$ cat src/ellp_pkg.sv
package ellp_pkg;

    // default sizing of the matrix store
    localparam int MAX_ROWS_DEF = 32;
    localparam int SLOTS_DEF    = 8;

    // fixed-point format and field widths
    localparam int FRAC_BITS = 16;
    localparam int VAL_W     = 32;
    localparam int ACC_W     = 48;
    localparam int COL_W     = 5;
    localparam int NR_W      = 6;

    localparam logic [NR_W-1:0] N_ROWS_RST = 6'd32;

    // operation codes
    typedef enum logic [2:0] {
        OP_CLEAR     = 3'd0,
        OP_APPEND    = 3'd1,
        OP_APPEND_NZ = 3'd2,
        OP_WR_VEC    = 3'd3,
        OP_MUL_AX    = 3'd4,
        OP_MUL_XA    = 3'd5
    } t_op;

    typedef struct packed {
        logic [2:0]              op;
        logic [4:0]              row;
        logic [COL_W-1:0]        col;
        logic [4:0]              vec_index;
        logic signed [VAL_W-1:0] value;
    } t_in_word;

    typedef struct packed {
        logic [4:0]              out_index;
        logic signed [VAL_W-1:0] out_value;
        logic                    last;
        logic                    dropped;
    } t_out_word;

    // control from the sequencer to the multiply-accumulate unit
    typedef struct packed {
        logic mul_en;   // capture product and old accumulator
        logic acc_vld;  // accumulator entry holds a value this run
    } t_mac_ctl;

    typedef enum logic [3:0] {
        S_IDLE,
        S_APP_RD,
        S_APP_WR,
        S_ROW_RD,
        S_ROW_WT,
        S_ENT_RD,
        S_ENT_WT,
        S_MUL,
        S_ACC,
        S_OUT_RD,
        S_OUT_WT,
        S_OUT_HOLD
    } t_state;

    // clamp a wide accumulator to 32 bits
    function automatic logic signed [VAL_W-1:0] sat32(input logic signed [ACC_W-1:0] a);
        logic sgn;
        sgn = a[ACC_W-1];
        if (a[ACC_W-1:VAL_W-1] == {(ACC_W-VAL_W+1){sgn}}) begin
            sat32 = a[VAL_W-1:0];
        end else if (sgn) begin
            sat32 = {1'b1, {(VAL_W-1){1'b0}}};
        end else begin
            sat32 = {1'b0, {(VAL_W-1){1'b1}}};
        end
    endfunction

endpackage

$ cat src/ellp_mac.sv
module ellp_mac (
    input  logic                              i_clk,
    input  ellp_pkg::t_mac_ctl                i_ctl,
    input  logic signed [ellp_pkg::VAL_W-1:0] i_a,
    input  logic signed [ellp_pkg::VAL_W-1:0] i_b,
    input  logic signed [ellp_pkg::ACC_W-1:0] i_acc,
    output logic signed [ellp_pkg::ACC_W-1:0] o_sum
);
    import ellp_pkg::*;

    localparam int PROD_W = 2 * VAL_W;
    localparam int SUM_W  = PROD_W + 1;

    logic signed [PROD_W-1:0] r_prod;
    logic signed [ACC_W-1:0]  r_acc;
    logic signed [PROD_W-1:0] term;
    logic signed [SUM_W-1:0]  sum;

    // stage 1: full product and the old accumulator
    always_ff @(posedge i_clk) begin
        if (i_ctl.mul_en) begin
            r_prod <= i_a * i_b;
            r_acc  <= i_ctl.acc_vld ? i_acc : '0;
        end
    end

    // stage 2: floor scaling, add, clamp to the accumulator range
    always_comb begin
        term = r_prod >>> FRAC_BITS;
        sum  = {{(SUM_W-ACC_W){r_acc[ACC_W-1]}}, r_acc} + {term[PROD_W-1], term};
        if (sum[SUM_W-1:ACC_W-1] == {(SUM_W-ACC_W+1){sum[SUM_W-1]}}) begin
            o_sum = sum[ACC_W-1:0];
        end else if (sum[SUM_W-1]) begin
            o_sum = {1'b1, {(ACC_W-1){1'b0}}};
        end else begin
            o_sum = {1'b0, {(ACC_W-1){1'b1}}};
        end
    end

endmodule

$ cat config.mk
export PLATFORM = sky130hd
export DESIGN_NAME = ellp_mac
export DESIGN_NICKNAME = d
export VERILOG_FILES = /design/src/ellp_pkg.sv /design/src/ellp_mac.sv
export SDC_FILE = /design/constraint.sdc
export NUM_CORES = 2
export LEC_CHECK = 0
export ABC_AREA = 1
export BUFFER_PORTS_ARGS = -buffer_cell sky130_fd_sc_hd__buf_2
export CAP_MARGIN = 0
export CORE_MARGIN = 5
export CORE_UTILIZATION = 51
export CTS_CLUSTER_DIAMETER = 50
export DETAILED_ROUTE_END_ITERATION = 12
export PLACE_DENSITY = 0.73
export SETUP_SLACK_MARGIN = 0.15
export SYNTH_ARGS = -nofsm -noshare
export SYNTH_HDL_FRONTEND = slang
export SYNTH_SLANG_ARGS = --single-unit
$ cat constraint.sdc
create_clock -name i_clk -period 10.6 [get_ports i_clk]
set_clock_uncertainty 0.1 [all_clocks]
set_input_delay 2.12 -clock i_clk [delete_from_list [all_inputs] [get_ports i_clk]]
set_output_delay 2.12 -clock i_clk [all_outputs]
set_load 0.02 [all_outputs]
; Word-level counts from Yosys, hierarchy flattened
; Cells that the tools add are included.
[totals]
ff_bits = 112
inputBits = 115
output_inout_bits = 48
[classes]
n_addsub = 1
mul = 1
n_eq_ne = 1
n_mux = 2
[ops]
columns = op, n
row1 = 48-bit two-way mux, 2
row2 = 32-bit by 32-bit multiplier with 64-bit output, 1
row3 = 48-bit by 48-bit adder with 49-bit output, 1
row4 = 17-bit == test, 1

; Depth between registers and ports, before layout
[depth]
ltp_word = 3
depth_mapped = 30

; Worst setup path before layout
; No wires, ideal clock.
[synth_timing]
kind = input to register
from = input port i_a[31] in the netlist's numbering
to = register r_prod[61] (data pin)
setup_ps = 252
arrival_time_ps = 8899
required_time_ps = 10248
setup_slack_ps = 1348
cell_stages = 25
path_buffers = 1
cell_sequence = clkbuf_1 nand2_1 inv_1 fa_1 fa_1 fa_1 inv_1 fa_1 inv_1 fa_1 fa_1 inv_1 fa_1 inv_1 fa_1 ha_1 nand2_1 nor2_1 inv_1 nor4_1 inv_1 nor3_1 nand2_1 nand3_1 nand2_1
[synth_via]
elab_chain_cells = 1
[synth_lines]
columns = element, line_no
row1 = start: declaration, ellp_mac.sv:4  ; input logic signed [ellp_pkg::VAL_W-1:0] i_a,
row2 = 32-bit by 32-bit multiplier with 64-bit output, ellp_mac.sv:22  ; r_prod <= i_a * i_b;
row3 = end signal: assignment, ellp_mac.sv:22
row4 = end: declaration, ellp_mac.sv:14  ; logic signed [PROD_W-1:0] r_prod;
; Every way passes these cells.
; A chain may end at the register's enable or synchronous reset.

; Final worst setup path
[layout_timing]
from = input port i_b[11] in the netlist's numbering
to = register r_prod[50] (data pin)
[layout_via]
elab_chain_cells = 1
[layout_lines]
columns = element, line_no
row1 = start: declaration, ellp_mac.sv:5  ; input logic signed [ellp_pkg::VAL_W-1:0] i_b,
row2 = 32-bit by 32-bit multiplier with 64-bit output, ellp_mac.sv:22
; Every way passes these cells.

==> results by group <==
Run status
  • Status: finished clean

Placement
  • Port buffer count: 162
  • Detailed Place HPWL: 113000 µm
  • Dpl cells: 6976
  • Final GP Congestion: 0.968

Synth
  • Syn Area/Cell: about 7.8 µm²
  • Largest area contributor in the netlist: fa_1
  • Yosys warns: 0
  • Top FF cell, synth: edfxtp_1
  • Syn Nets: 7220
  • Post-synthesis sequential area ratio: 6.39%
  • Synth cell count leaders: inv_1 (1746), nand2_1 (1626), fa_1 (1082)
  • Ys async rst share: 0%
  • Netlist cell types: 41
  • Mapped Cells: between 5k and 6k
  • Most frequent cell after synthesis: inv_1
  • Seq cells post-synth: 96
  • Largest cells by area after synthesis: fa_1 (48%), inv_1 (15%), nand2_1 (14%)
  • Netlist Area Pre-Place: 0.0451 mm²
  • EDFF count, synth: 96
  • Yosys top cell area share: between 40% and 50%

Final layout
  • Final nets: 7247
  • Diodes inserted: 0
  • Area Growth Syn to Fin: 4.89%
  • Fin cells: around 7.0k
  • Fill cell count: 8389
  • Layout cells sized above 1: 4.79%

Critical path
  • Worst path cell trace: buf_2, nand2_1, fa_1, fa_1, inv_1, fa_1, inv_1, fa_1, inv_1, fa_1, fa_1, fa_1, fa_1, ha_1, a21oi_1, o21ai_0, a21oi_1, o21ai_0, a21oi_1, nand2_1, xor2_1
  • WP data required: ~11 ns
  • Max incr delay on CP: 0.69 ns
  • Crit path max-delay cell type: buf_2
  • Worst Path Max Fanout: 32
  • Critical path capture point type: flip-flop
  • Worst EP arrival: just under 10 ns
  • Crit start category: input port
  • Setup CP Type: input port to flip-flop
  • Most numerous cell on the critical path: fa_1

Flow run
  • Maxcap violations: 0

GRT
  • Total track usage: 28.5%
  • Final global-route overflow total: 0
  • Initial antenna violation count: 3
  • Pin count of the biggest net entering global routing: 54
  • Vias in the first global route: 39.3k
  • First-pass GRT wire length: 214000 µm

Clock tree
  • Clock Pin Slew Worst Setup and Hold Paths: approximately 0.090 ns
  • CTS tree: done
  • CTS Sinks: 96
  • CTS buffer count: 9
  • CTS resizes: 0
  • Post-CTS Setup Bufs: 0
  • Root cell of the clock tree: clkbuf_16
  • Hold_buf cts: 0
  • CTS max path bufs: 2
  • H-tree Lvls: 3

STA
  • Final min period: 9.58 ns
  • Least-Margin Pin Slew: about 0.95 ns
  • Setup TNS Final: 0 ns
  • Slew headroom: 36.4%
  • Final Hold Slack: 1.90 ns
  • Final hold vios: 0
  • RSZ-0062 raised after global routing: no
  • Fmax: 0.104 GHz
  • Fin. max-slew vios: 0
  • # setup viols final: 0
  • Fin crit share: 90.4%

Detailed routing
  • Initial DRC count: between 2k and 3k
  • DR vias: around 36k
  • Routed vias/inst: 5.16
  • Post-DRT Antenna Nets: 0
  • Pre-antenna DRT Iters: 6
  • WL final: 131000 µm
  • DR WL/cell: 18.7 µm
  • DRC violations left: 0

Hold path
  • Worst hold path class: input port to flip-flop

Floorplanning
  • Die extent in x: 308 µm
  • Total core area: around 0.088 mm²
  • IO Count: 163
  • DIE HEIGHT: 308 µm
  • Site Rows: 109
  • Die area: 0.0946 mm²
  • Starting density of the core: 51.2%
==> path summary, 6_finish.rpt <==
path | depth (start not counted) | slack [ns] | to | startpoint
setup / recovery | 21 | 1.02 | r_prod[50]$_DFFE_PP_ | i_b[11]
hold / removal | 3 | 1.90 | r_acc[14]$_SDFFCE_PN0P_ | i_acc[14]
==> placed cells by master, fill, tap and decap left out, drive strengths merged, types with 2 or more instances in the layout <==
cell type  count
and2           3
nand4         31
o211ai         2
nand3         96
and3           4
nand3b         3
edfxtp        96
nor4           5
o21ai         79
a21boi         4
fa          1082
xor2          51
or2           10
nor2         264
nand2       1641
clkinvlp       2
a31oi          4
o21bai        19
o21a           9
a21oi        150
clkinv         2
nor3          23
clkbuf         9
xnor2         21
inv         1752
ha           228
a21o           8
buf          223
==> logic make-up (layout without fill, tap and decap cells) <==
logic type | after synthesis | in the layout | share of synthesized area, %
compound gates | 279 | 279 | 3.39
fa+ha+maj | 1310 | 1310 | 54.3
xor+xnor | 72 | 72 | 1.40
buf+inv | 1956 | 1988 | 16.4
flops | 96 | 96 | 6.39
simple gates | 2082 | 2082 | 18.1
==> state kept, by name (all words and copies together) (netlist names) <==
| name | count |
|---|---|
| r_acc | 48 |
| r_prod | 48 |
==> final cells by class <==
class / instances / area (µm²) / share of cell area, %
clock buffer: 9 / 225 / 0.476
tap: 1165 / 1460 / 3.08
timing repair buffer: 223 / 1280 / 2.71
sequential: 96 / 2880 / 6.09
clock inverter: 7 / 73.8 / 0.156
multi-input combinational: 3743 / 34900 / 73.6
inverter: 1749 / 6570 / 13.9
==> routing by layer <==
layer  wire (µm)  track usage [%]  vias to the layer above
li1            -                -                    16400
met4        4720             8.71                        4
met5          25                0                        -
met2       63000             48.6                     1395
met3        9130             3.69                      284
met1       53700             38.5                    18000
==> through the flow <==
step	area, µm²	worst slack [ns]	utilization, %
global route	47300	0.609	53.7
finish	47300	1.02	53.7
global placement	47000	0.721	53.4
CTS	47300	1.06	53.7
detailed placement	47000	0.662	53.4
floorplan	45100	1.35	-
==> critical path: cells and delay by family <==
family	cells	cell delay (ns)
fa+ha+maj	9	4.41
simple gates	2	0.45
xor+xnor	1	0.17
buf+inv	4	1.39
compound gates	5	1.05
Power is left out: the tool's default activity adds up to more than one toggle a clock period on the data nets, which glitch-free logic cannot reach.
